File: config.mk
export PLATFORM = sky130hd
export DESIGN_NAME = gcode_line_parser_top
export DESIGN_NICKNAME = d
export VERILOG_FILES = /design/src/rtl/glp_pkg.sv /design/src/rtl/gcode_line_parser_top.sv /design/src/rtl/glp_fifo.sv /design/src/rtl/glp_front.sv /design/src/rtl/glp_back.sv
export SDC_FILE = /design/constraint.sdc
export NUM_CORES = 2
export LEC_CHECK = 0
export ABC_CLOCK_PERIOD_IN_PS = 29000
export BUFFER_PORTS_ARGS = -buffer_cell sky130_fd_sc_hd__buf_4
export CORE_MARGIN = 3
export CORE_UTILIZATION = 65
export DETAILED_ROUTE_END_ITERATION = 6
export GPL_TIMING_DRIVEN = 0
export PLACE_DENSITY_LB_ADDON = 0.08
export SLEW_MARGIN = 20
export SYNTH_ARGS = -nofsm -noshare
export SYNTH_HDL_FRONTEND = slang
export SYNTH_SLANG_ARGS = --single-unit
File: constraint.sdc
create_clock -name clock -period 29 [get_ports clock]
set_input_delay 5.8 -clock clock [delete_from_list [all_inputs] [get_ports clock]]
set_output_delay 5.8 -clock clock [all_outputs]
set_load 0.05 [all_outputs]
File: src/rtl/glp_pkg.sv
// Shared types, codes and the decimal scale table of the G-code line parser.
// No dependencies.
package glp_pkg;

   localparam logic [2:0] CLS_NONE = 3'd0;
   localparam logic [2:0] CLS_G    = 3'd1;
   localparam logic [2:0] CLS_M    = 3'd2;
   localparam logic [2:0] CLS_T    = 3'd3;
   localparam logic [2:0] CLS_S    = 3'd4;

   localparam logic [2:0] AX_X    = 3'd0;
   localparam logic [2:0] AX_Y    = 3'd1;
   localparam logic [2:0] AX_Z    = 3'd2;
   localparam logic [2:0] AX_E    = 3'd3;
   localparam logic [2:0] AX_F    = 3'd4;
   localparam logic [2:0] AX_NONE = 3'd5;

   localparam int NUM_AXES = 5;

   // one classified character beat, front to back
   typedef struct packed {
      logic       nl;
      logic       zero;
      logic       space;
      logic       digit;
      logic [3:0] dval;
      logic       dot;
      logic       minus;
      logic       plus;
      logic [2:0] cls;
      logic [2:0] axis;
      logic       eol;
      logic       cut;
   } glp_beat_type;

   // one parsed line
   typedef struct packed {
      logic [2:0]                    cls;
      logic [13:0]                   number;
      logic [NUM_AXES-1:0][31:0]     vals;
      logic [NUM_AXES-1:0]           mask;
      logic                          cut;
   } glp_rsp_type;

   function automatic logic [13:0] pow10(input logic [2:0] k);
      logic [13:0] r;
      case (k)
         3'd0:    r = 14'd1;
         3'd1:    r = 14'd10;
         3'd2:    r = 14'd100;
         3'd3:    r = 14'd1000;
         3'd4:    r = 14'd10000;
         default: r = 14'd1;
      endcase
      return r;
   endfunction

endpackage

File: src/rtl/gcode_line_parser_top.sv
// G-code line parser: takes one character per cycle while full is low and
// emits one parsed command per line. The front classifies characters and
// counts the line length; a two-beat queue feeds the token state machine,
// whose finished tokens are scaled by a single 32x14 multiply in a commit
// stage. Results leave through a two-beat queue, so the input keeps flowing
// while a result waits. Sustained rate is one character per cycle when nothing
// is stalled; the beat ending a line (newline or the LINE_MAX-th byte) goes
// through the beat queue and the commit stage register before the result is queued.
// Depends on glp_pkg, glp_fifo, glp_front and glp_back.
module gcode_line_parser_top
   import glp_pkg::*;
#(
   parameter int LINE_MAX    = 256,
   parameter int FRAC_DIGITS = 3
) (
   input  logic               clock,
   input  logic               reset,
   input  logic               push,
   output logic               full,
   input  logic [7:0]         req_in_char,
   output logic               empty,
   input  logic               pop,
   output logic [2:0]         rsp_cmd_class,
   output logic [13:0]        rsp_cmd_number,
   output logic signed [31:0] rsp_x_value,
   output logic signed [31:0] rsp_y_value,
   output logic signed [31:0] rsp_z_value,
   output logic signed [31:0] rsp_e_value,
   output logic signed [31:0] rsp_f_value,
   output logic [4:0]         rsp_present_mask,
   output logic               rsp_line_cut
);

   localparam int BEAT_W = $bits(glp_beat_type);
   localparam int RSP_W  = $bits(glp_rsp_type);

   glp_beat_type fr_beat, bk_beat;
   logic         fr_push, q_empty, bk_pop;
   logic [BEAT_W-1:0] q_rdata;
   glp_rsp_type  bk_rsp, out_rsp;
   logic         res_push, res_full;
   logic [RSP_W-1:0] r_rdata;

   glp_front #(.LINE_MAX(LINE_MAX)) u_front (
      .clock     (clock),
      .reset     (reset),
      .in_push   (push),
      .in_char   (req_in_char),
      .q_full    (full),
      .beat_push (fr_push),
      .beat      (fr_beat)
   );

   glp_fifo #(.WIDTH(BEAT_W), .DEPTH(2)) u_beat_q (
      .clock (clock),
      .reset (reset),
      .push  (fr_push),
      .wdata (fr_beat),
      .full  (full),
      .pop   (bk_pop),
      .rdata (q_rdata),
      .empty (q_empty)
   );

   assign bk_beat = glp_beat_type'(q_rdata);

   glp_back #(.FRAC_DIGITS(FRAC_DIGITS)) u_back (
      .clock      (clock),
      .reset      (reset),
      .beat_valid (!q_empty),
      .beat       (bk_beat),
      .beat_pop   (bk_pop),
      .res_full   (res_full),
      .res_push   (res_push),
      .res_data   (bk_rsp)
   );

   glp_fifo #(.WIDTH(RSP_W), .DEPTH(2)) u_rsp_q (
      .clock (clock),
      .reset (reset),
      .push  (res_push),
      .wdata (bk_rsp),
      .full  (res_full),
      .pop   (pop),
      .rdata (r_rdata),
      .empty (empty)
   );

   assign out_rsp          = glp_rsp_type'(r_rdata);
   assign rsp_cmd_class    = out_rsp.cls;
   assign rsp_cmd_number   = out_rsp.number;
   assign rsp_x_value      = $signed(out_rsp.vals[AX_X]);
   assign rsp_y_value      = $signed(out_rsp.vals[AX_Y]);
   assign rsp_z_value      = $signed(out_rsp.vals[AX_Z]);
   assign rsp_e_value      = $signed(out_rsp.vals[AX_E]);
   assign rsp_f_value      = $signed(out_rsp.vals[AX_F]);
   assign rsp_present_mask = out_rsp.mask;
   assign rsp_line_cut     = out_rsp.cut;

endmodule

File: src/rtl/glp_fifo.sv
// Small register queue used between the parser stages and at the result side.
// No dependencies.
module glp_fifo #(
   parameter int WIDTH = 8,
   parameter int DEPTH = 2
) (
   input  logic             clock,
   input  logic             reset,
   input  logic             push,
   input  logic [WIDTH-1:0] wdata,
   output logic             full,
   input  logic             pop,
   output logic [WIDTH-1:0] rdata,
   output logic             empty
);

   localparam int AW = (DEPTH > 1) ? $clog2(DEPTH) : 1;
   localparam int CW = $clog2(DEPTH + 1);

   logic [WIDTH-1:0] mem_ff [DEPTH];
   logic [AW-1:0]    wr_ff, wr_in, rd_ff, rd_in;
   logic [CW-1:0]    cnt_ff, cnt_in;
   logic             do_push, do_pop;

   assign full    = (cnt_ff == CW'(DEPTH));
   assign empty   = (cnt_ff == '0);
   assign do_push = push && !full;
   assign do_pop  = pop && !empty;
   assign rdata   = mem_ff[rd_ff];

   always_comb begin
      wr_in  = wr_ff;
      rd_in  = rd_ff;
      cnt_in = cnt_ff;
      if (do_push) begin
         wr_in = (wr_ff == AW'(DEPTH - 1)) ? '0 : wr_ff + 1'b1;
      end
      if (do_pop) begin
         rd_in = (rd_ff == AW'(DEPTH - 1)) ? '0 : rd_ff + 1'b1;
      end
      if (do_push && !do_pop) begin
         cnt_in = cnt_ff + 1'b1;
      end else if (do_pop && !do_push) begin
         cnt_in = cnt_ff - 1'b1;
      end
   end

   always_ff @(posedge clock) begin
      if (reset) begin
         wr_ff  <= '0;
         rd_ff  <= '0;
         cnt_ff <= '0;
      end else begin
         wr_ff  <= wr_in;
         rd_ff  <= rd_in;
         cnt_ff <= cnt_in;
      end
   end

   always_ff @(posedge clock) begin
      if (do_push) begin
         mem_ff[wr_ff] <= wdata;
      end
   end

endmodule

File: src/rtl/glp_front.sv
// Front end: accepts characters, classifies them and tracks the line length.
// Depends on glp_pkg.
module glp_front
   import glp_pkg::*;
#(
   parameter int LINE_MAX = 256
) (
   input  logic         clock,
   input  logic         reset,
   input  logic         in_push,
   input  logic [7:0]   in_char,
   input  logic         q_full,
   output logic         beat_push,
   output glp_beat_type beat
);

   localparam int CW = $clog2(LINE_MAX);

   localparam logic [7:0] CH_NL    = 8'd10;
   localparam logic [7:0] CH_SPACE = 8'h20;
   localparam logic [7:0] CH_PLUS  = 8'h2B;
   localparam logic [7:0] CH_MINUS = 8'h2D;
   localparam logic [7:0] CH_DOT   = 8'h2E;
   localparam logic [7:0] CH_0     = 8'h30;
   localparam logic [7:0] CH_9     = 8'h39;

   logic [CW-1:0] count_ff, count_in;
   logic          last;

   assign beat_push = in_push && !q_full;
   assign last      = (count_ff == CW'(LINE_MAX - 1));

   always_comb begin
      beat       = '0;
      beat.nl    = (in_char == CH_NL);
      beat.zero  = (in_char == 8'd0);
      beat.space = (in_char == CH_SPACE);
      beat.digit = (in_char >= CH_0) && (in_char <= CH_9);
      beat.dval  = in_char[3:0];
      beat.dot   = (in_char == CH_DOT);
      beat.minus = (in_char == CH_MINUS);
      beat.plus  = (in_char == CH_PLUS);
      unique case (in_char)
         "G":     beat.cls = CLS_G;
         "M":     beat.cls = CLS_M;
         "T":     beat.cls = CLS_T;
         "S":     beat.cls = CLS_S;
         default: beat.cls = CLS_NONE;
      endcase
      unique case (in_char)
         "X":     beat.axis = AX_X;
         "Y":     beat.axis = AX_Y;
         "Z":     beat.axis = AX_Z;
         "E":     beat.axis = AX_E;
         "F":     beat.axis = AX_F;
         default: beat.axis = AX_NONE;
      endcase
      beat.eol = beat.nl || last;
      beat.cut = !beat.nl && last;
   end

   always_comb begin
      count_in = count_ff;
      if (beat_push) begin
         count_in = beat.eol ? '0 : count_ff + 1'b1;
      end
   end

   always_ff @(posedge clock) begin
      if (reset) begin
         count_ff <= '0;
      end else begin
         count_ff <= count_in;
      end
   end

endmodule

File: src/rtl/glp_back.sv
// Back end: token state machine, then a commit stage that scales the value,
// updates the axis registers and emits the line. Depends on glp_pkg.
module glp_back
   import glp_pkg::*;
#(
   parameter int FRAC_DIGITS = 3
) (
   input  logic         clock,
   input  logic         reset,
   input  logic         beat_valid,
   input  glp_beat_type beat,
   output logic         beat_pop,
   input  logic         res_full,
   output logic         res_push,
   output glp_rsp_type  res_data
);

   localparam int FDW = $clog2(FRAC_DIGITS + 1);
   localparam logic [2:0] FRAC_K = 3'(FRAC_DIGITS);
   localparam logic [35:0] MAG_CAP = 36'h0_8000_0000;

   localparam logic [1:0] PH_SIGN = 2'd0;
   localparam logic [1:0] PH_INT  = 2'd1;
   localparam logic [1:0] PH_FRAC = 2'd2;
   localparam logic [1:0] PH_STOP = 2'd3;

   typedef struct packed {
      logic           commit;
      logic [2:0]     axis;
      logic [31:0]    acc;
      logic           neg;
      logic [FDW-1:0] fd;
      logic           eol;
      logic [2:0]     cls;
      logic [13:0]    number;
      logic           cut;
   } commit_type;

   // token stage
   logic           first_ff, first_in, tok_ff, tok_in, ended_ff, ended_in;
   logic [2:0]     axis_ff, axis_in, cls_ff, cls_in;
   logic [1:0]     phase_ff, phase_in;
   logic           neg_ff, neg_in;
   logic [FDW-1:0] fd_ff, fd_in;
   logic [31:0]    acc_ff, acc_in;
   logic [13:0]    num_ff, num_in;

   logic           fin_feed, fin, takes;
   logic [35:0]    acc_wide;
   logic [31:0]    acc_step;
   logic [16:0]    num_wide;
   logic [13:0]    num_step;
   commit_type     cm;

   // commit stage
   logic                      b_valid_ff;
   commit_type                b_ff;
   logic [NUM_AXES-1:0][31:0] vals_ff, vals_mrg;
   logic [NUM_AXES-1:0]       mask_ff, mask_mrg;
   logic [13:0]               scale;
   logic [45:0]               prod;
   logic [31:0]               fixed;
   logic                      stall, adv;

   assign stall    = b_valid_ff && b_ff.eol && res_full;
   assign adv      = beat_valid && !stall;
   assign beat_pop = adv;

   assign acc_wide = {1'b0, acc_ff, 3'b000} + {3'b000, acc_ff, 1'b0} + 36'(beat.dval);
   assign acc_step = (acc_wide > MAG_CAP) ? MAG_CAP[31:0] : acc_wide[31:0];
   assign num_wide = {num_ff, 3'b000} + {2'b00, num_ff, 1'b0} + 17'(beat.dval);
   assign num_step = (num_wide > 17'd9999) ? 14'd9999 : num_wide[13:0];

   always_comb begin
      tok_in   = tok_ff;
      axis_in  = axis_ff;
      phase_in = phase_ff;
      neg_in   = neg_ff;
      fd_in    = fd_ff;
      acc_in   = acc_ff;
      cls_in   = cls_ff;
      num_in   = num_ff;
      ended_in = ended_ff;
      fin_feed = 1'b0;
      if (!beat.nl && !ended_ff) begin
         if (beat.zero) begin
            fin_feed = 1'b1;
            ended_in = 1'b1;
         end else if (beat.space) begin
            fin_feed = 1'b1;
         end else if (!tok_ff) begin
            tok_in   = 1'b1;
            axis_in  = beat.axis;
            phase_in = PH_SIGN;
            neg_in   = 1'b0;
            fd_in    = '0;
            acc_in   = '0;
            if (first_ff) begin
               cls_in = beat.cls;
               num_in = '0;
            end
         end else if (first_ff) begin
            if (phase_ff == PH_SIGN && beat.digit) begin
               num_in = num_step;
            end else begin
               phase_in = PH_STOP;
            end
         end else begin
            unique case (phase_ff)
               PH_SIGN: begin
                  if (beat.minus || beat.plus) begin
                     neg_in   = beat.minus;
                     phase_in = PH_INT;
                  end else if (beat.digit) begin
                     acc_in   = acc_step;
                     phase_in = PH_INT;
                  end else if (beat.dot) begin
                     phase_in = PH_FRAC;
                  end else begin
                     phase_in = PH_STOP;
                  end
               end
               PH_INT: begin
                  if (beat.digit) begin
                     acc_in = acc_step;
                  end else if (beat.dot) begin
                     phase_in = PH_FRAC;
                  end else begin
                     phase_in = PH_STOP;
                  end
               end
               PH_FRAC: begin
                  if (beat.digit) begin
                     if (3'(fd_ff) < FRAC_K) begin
                        acc_in = acc_step;
                        fd_in  = fd_ff + 1'b1;
                     end
                  end else begin
                     phase_in = PH_STOP;
                  end
               end
               PH_STOP: begin
               end
            endcase
         end
      end

      fin   = (fin_feed || beat.eol) && tok_in;
      takes = (cls_in == CLS_G && (num_in == 14'd0 || num_in == 14'd1 || num_in == 14'd92))
              || (cls_in == CLS_M && num_in == 14'd32);

      cm.commit = fin && !first_ff && takes && (axis_in != AX_NONE);
      cm.axis   = axis_in;
      cm.acc    = acc_in;
      cm.neg    = neg_in;
      cm.fd     = fd_in;
      cm.eol    = beat.eol;
      cm.cls    = cls_in;
      cm.number = num_in;
      cm.cut    = beat.cut;

      first_in = first_ff && !fin;
      if (fin) begin
         tok_in = 1'b0;
      end
      if (beat.eol) begin
         first_in = 1'b1;
         tok_in   = 1'b0;
         axis_in  = AX_NONE;
         phase_in = PH_SIGN;
         neg_in   = 1'b0;
         fd_in    = '0;
         acc_in   = '0;
         cls_in   = CLS_NONE;
         num_in   = '0;
         ended_in = 1'b0;
      end
   end

   always_ff @(posedge clock) begin
      if (reset) begin
         first_ff <= 1'b1;
         tok_ff   <= 1'b0;
         axis_ff  <= AX_NONE;
         phase_ff <= PH_SIGN;
         neg_ff   <= 1'b0;
         fd_ff    <= '0;
         acc_ff   <= '0;
         cls_ff   <= CLS_NONE;
         num_ff   <= '0;
         ended_ff <= 1'b0;
      end else if (adv) begin
         first_ff <= first_in;
         tok_ff   <= tok_in;
         axis_ff  <= axis_in;
         phase_ff <= phase_in;
         neg_ff   <= neg_in;
         fd_ff    <= fd_in;
         acc_ff   <= acc_in;
         cls_ff   <= cls_in;
         num_ff   <= num_in;
         ended_ff <= ended_in;
      end
   end

   // scale missing fraction digits, then clamp to the signed 32-bit range
   assign scale = pow10(FRAC_K - 3'(b_ff.fd));
   assign prod  = 46'(b_ff.acc) * 46'(scale);

   always_comb begin
      if (b_ff.neg) begin
         fixed = (prod >= 46'(MAG_CAP)) ? 32'h8000_0000 : 32'd0 - prod[31:0];
      end else begin
         fixed = (prod > 46'h0_7FFF_FFFF) ? 32'h7FFF_FFFF : prod[31:0];
      end
      vals_mrg = vals_ff;
      mask_mrg = mask_ff;
      for (int i = 0; i < NUM_AXES; i++) begin
         if (b_ff.commit && b_ff.axis == 3'(i)) begin
            vals_mrg[i] = fixed;
            mask_mrg[i] = 1'b1;
         end
      end
   end

   assign res_push        = b_valid_ff && b_ff.eol && !res_full;
   assign res_data.cls    = b_ff.cls;
   assign res_data.number = b_ff.number;
   assign res_data.vals   = vals_mrg;
   assign res_data.mask   = mask_mrg;
   assign res_data.cut    = b_ff.cut;

   always_ff @(posedge clock) begin
      if (reset) begin
         b_valid_ff <= 1'b0;
         vals_ff    <= '0;
         mask_ff    <= '0;
      end else if (!stall) begin
         b_valid_ff <= adv;
         if (b_valid_ff) begin
            vals_ff <= b_ff.eol ? '0 : vals_mrg;
            mask_ff <= b_ff.eol ? '0 : mask_mrg;
         end
      end
   end

   always_ff @(posedge clock) begin
      if (!stall) begin
         b_ff <= cm;
      end
   end

endmodule

==> flow_metrics.env <==
export IMPL_synth_area_sq_um=44300
export IMPL_die_width_um=267
export IMPL_crit_path_max_incr_delay_ns=0.87
export IMPL_crit_path_start_kind="flip-flop"
export IMPL_power_leakage_nw=21.3
export IMPL_antenna_found_initial=1
export IMPL_criticalPathCategory="flip-flop to flip-flop"
export IMPL_hp_class="flip-flop to flip-flop"
export IMPL_grt_pass1_vias=34500
export IMPL_die_area_sq_um=71400
export IMPL_clock_skew_ns=0.0326
export IMPL_rows=95
export IMPL_cts_root_buffer="clkbuf_16"
export IMPL_ys_seq_elements=706
export IMPL_drt_pass1_iterations=6
export IMPL_grt_max_degree=55
export IMPL_drc=0
export IMPL_ctsHoldBuffers=0
export IMPL_pre_cts_ws_ns=18.83
export IMPL_htreeDepth=3
export IMPL_timing_final_max_slew_violations=0
export IMPL_die_height_um=267
export IMPL_synth_distinct_cells=108
export IMPL_io_pins=197
export IMPL_synth_edf_count=462
export IMPL_areaGrowthSynthToFinish_pct=12.1
export IMPL_clkSinkCount=706
export IMPL_maxCapViolCount=0
export IMPL_final_cell_mix="nand2_1 (492), edfxtp_1 (462), inv_1 (431)"
export IMPL_io_buffers=195
export IMPL_avgViaCountPerCell=6.27
export IMPL_cp_data_required_time_ns=29.27
export IMPL_syn_avg_cell_area_sq_um=10.0
export IMPL_synthArstFlopShare_pct=0
export IMPL_initial_core_util_pct=65.8
export IMPL_grt_overflow_total=0
export IMPL_synth_ff_type="edfxtp_1"
export IMPL_grt_usage_pct=34.8
export IMPL_final_min_clock_period_ns=10.59
export IMPL_gp_congestion=0.974
export IMPL_cts_inserted_buffers=72
export IMPL_synth_cells=4426
export IMPL_setup_ws_ns=18.41
export IMPL_insertion_delay_ns=0.65
export IMPL_drt_iter0_drc=3839
export IMPL_cts_tree="yes"
export IMPL_worst_slew_pin_slew_ns=1.08
export IMPL_final_common_cell="nand2_1"
export IMPL_ys_seq_area_share_pct=42.3
export IMPL_syn_nets=4923
export IMPL_whs_ns=0.443
export IMPL_powerDensity_nw_per_um2=79.3
export IMPL_post_route_cells_drive_above_1_share_pct=12.7
export IMPL_drt_total_wl_um=125000
export IMPL_relSlewSlack_pct=27.5
export IMPL_setup_viol=0
export IMPL_irDropWorstVdd_mv=0.0928
export IMPL_final_hold_viol_count=0
export IMPL_postCtsSetupRepairBufs=0
export IMPL_fin_crit_sh_pct=36.5
export IMPL_yosys_warnings=0
export IMPL_clk_transition_reported_paths_ns=0.06
export IMPL_outcome="complete, no violations"
export IMPL_critPathCaptureType="flip-flop"
export IMPL_cp_slowest_cell="o21ai_0"
export IMPL_cts_repair_resized=0
export IMPL_critPathMaxFanout=10
export IMPL_grt_pass1_wl_um=193000
export IMPL_cts_buffer_depth=3
export IMPL_nNetsFinal=5218
export IMPL_antenna_left=0
export IMPL_worst_ep_arrival_time_ns=10.86
export IMPL_cp_common_cell="fa_1"
export IMPL_core_sq_um=67400
export IMPL_clock_fmax_ghz=0.0944
export IMPL_num_vias=35400
export IMPL_post_dp_hpwl_um=95300
export IMPL_wire_per_inst_um=22.0
export IMPL_rsz0062_at_grt="false"
export IMPL_tns_ns=0
-- area by class of cell --
cell class / count / area (sq um)
clock inverter: 40 / 490
buffer: 219 / 872
inverter: 433 / 1630
tap: 873 / 1090
timing repair buffer: 221 / 1760
antenna: 1 / 2.50
multi-input combinational: 3068 / 23100
clock buffer: 94 / 2000
fill: 4870 / 17700
sequential: 706 / 18800
-- logic make-up after synthesis --
kind of cell / share of synthesized area, %
AND/OR/NAND/NOR: 12.9
AO/OA/AOI/OAI: 15.1
flip-flops: 42.3
buffers and inverters: 5.64
adder cells (fa/ha/maj): 17.2
multiplexers: 5.33
XOR/XNOR: 1.50
-- through the flow --
| stage | std cells | util, % | power [mW] | cell area, sq um |
|---|---|---|---|---|
| detailed placement | 5520 | 70.0 | 2.95 | 47200 |
| finish | 5655 | 73.7 | 3.94 | 49700 |
| CTS | 5654 | 73.7 | 3.91 | 49700 |
| floorplan | 4426 | - | 2.39 | 44300 |
| global route | 5654 | 73.7 | 4.08 | 49700 |
| global placement | 5494 | 69.6 | 2.95 | 46900 |
-- worst paths after layout --
path                                       start                          endpoint  slack, ns  depth (start not counted)
setup reg to reg       u_back.b_ff[19]$_DFFE_PN_   u_rsp_q.mem_ff[1][61]$_DFFE_PP_      18.41                         30
hold / removal    u_back.res_data[177]$_DFFE_PN_  u_rsp_q.mem_ff[1][177]$_DFFE_PP_       0.44                          0
setup / recovery       u_back.b_ff[19]$_DFFE_PN_   u_rsp_q.mem_ff[1][61]$_DFFE_PP_      18.41                         30
hold reg to reg   u_back.res_data[177]$_DFFE_PN_  u_rsp_q.mem_ff[1][177]$_DFFE_PP_       0.44                          0
-- cell usage after synthesis, types with 55 or more instances --
library cell,count,share of area [%]
mux2_2,191,4.9
nand3_1,67,0.76
nand2_1,492,4.2
nor2b_1,59,0.83
clkbuf_1,186,1.6
and2_1,59,0.83
nor2_1,274,2.3
dfxtp_1,244,11
ha_1,278,7.8
a21oi_1,227,2.6
nor3_1,55,0.62
o21ai_0,427,4.8
inv_1,431,3.7
fa_1,207,9.4
edfxtp_1,462,31
nand2b_1,61,0.86
-- critical path, delay by kind of cell, from the launching register on --
family          cells  cell delay (ns)
fa+ha+maj           7             3.14
compound gates      5             2.06
buf+inv            10             2.54
flops               1             0.43
simple gates        8             2.04
-- layer usage --
layer,GRT usage [%],part of all wire (%),wire length (um)
met5,0,0,0
met3,6.74,10,13000
met2,55.6,46,57500
met4,13.1,3.8,4690
met1,47.5,40,49400
-- power by group --
| part | internal, mW | leakage [nW] | switching (mW) |
|---|---|---|---|
| combinational | 0.506 | 13.4 | 1.30 |
| sequential | 1.14 | 6.61 | 0.0300 |
| clock | 0.557 | 1.20 | 0.406 |
| total | 2.20 | 21.3 | 1.74 |
-- state kept, by name, indices dropped and copies added, names as in the netlist, 2 cells and up, named ones only --
name              cells
u_back.axis_ff        3
u_beat_q.mem_ff      38
u_back.mask_ff        5
u_back.acc_ff        32
u_back.phase_ff       2
u_beat_q.cnt_ff       2
u_back.cls_ff         3
u_back.fd_ff          2
u_back.num_ff        14
u_back.res_data      18
u_back.b_ff          40
u_back.vals_ff      160
u_rsp_q.cnt_ff        2
u_rsp_q.mem_ff      366
u_front.count_ff      8
No activity file was read; power rests on OpenSTA's default activity.
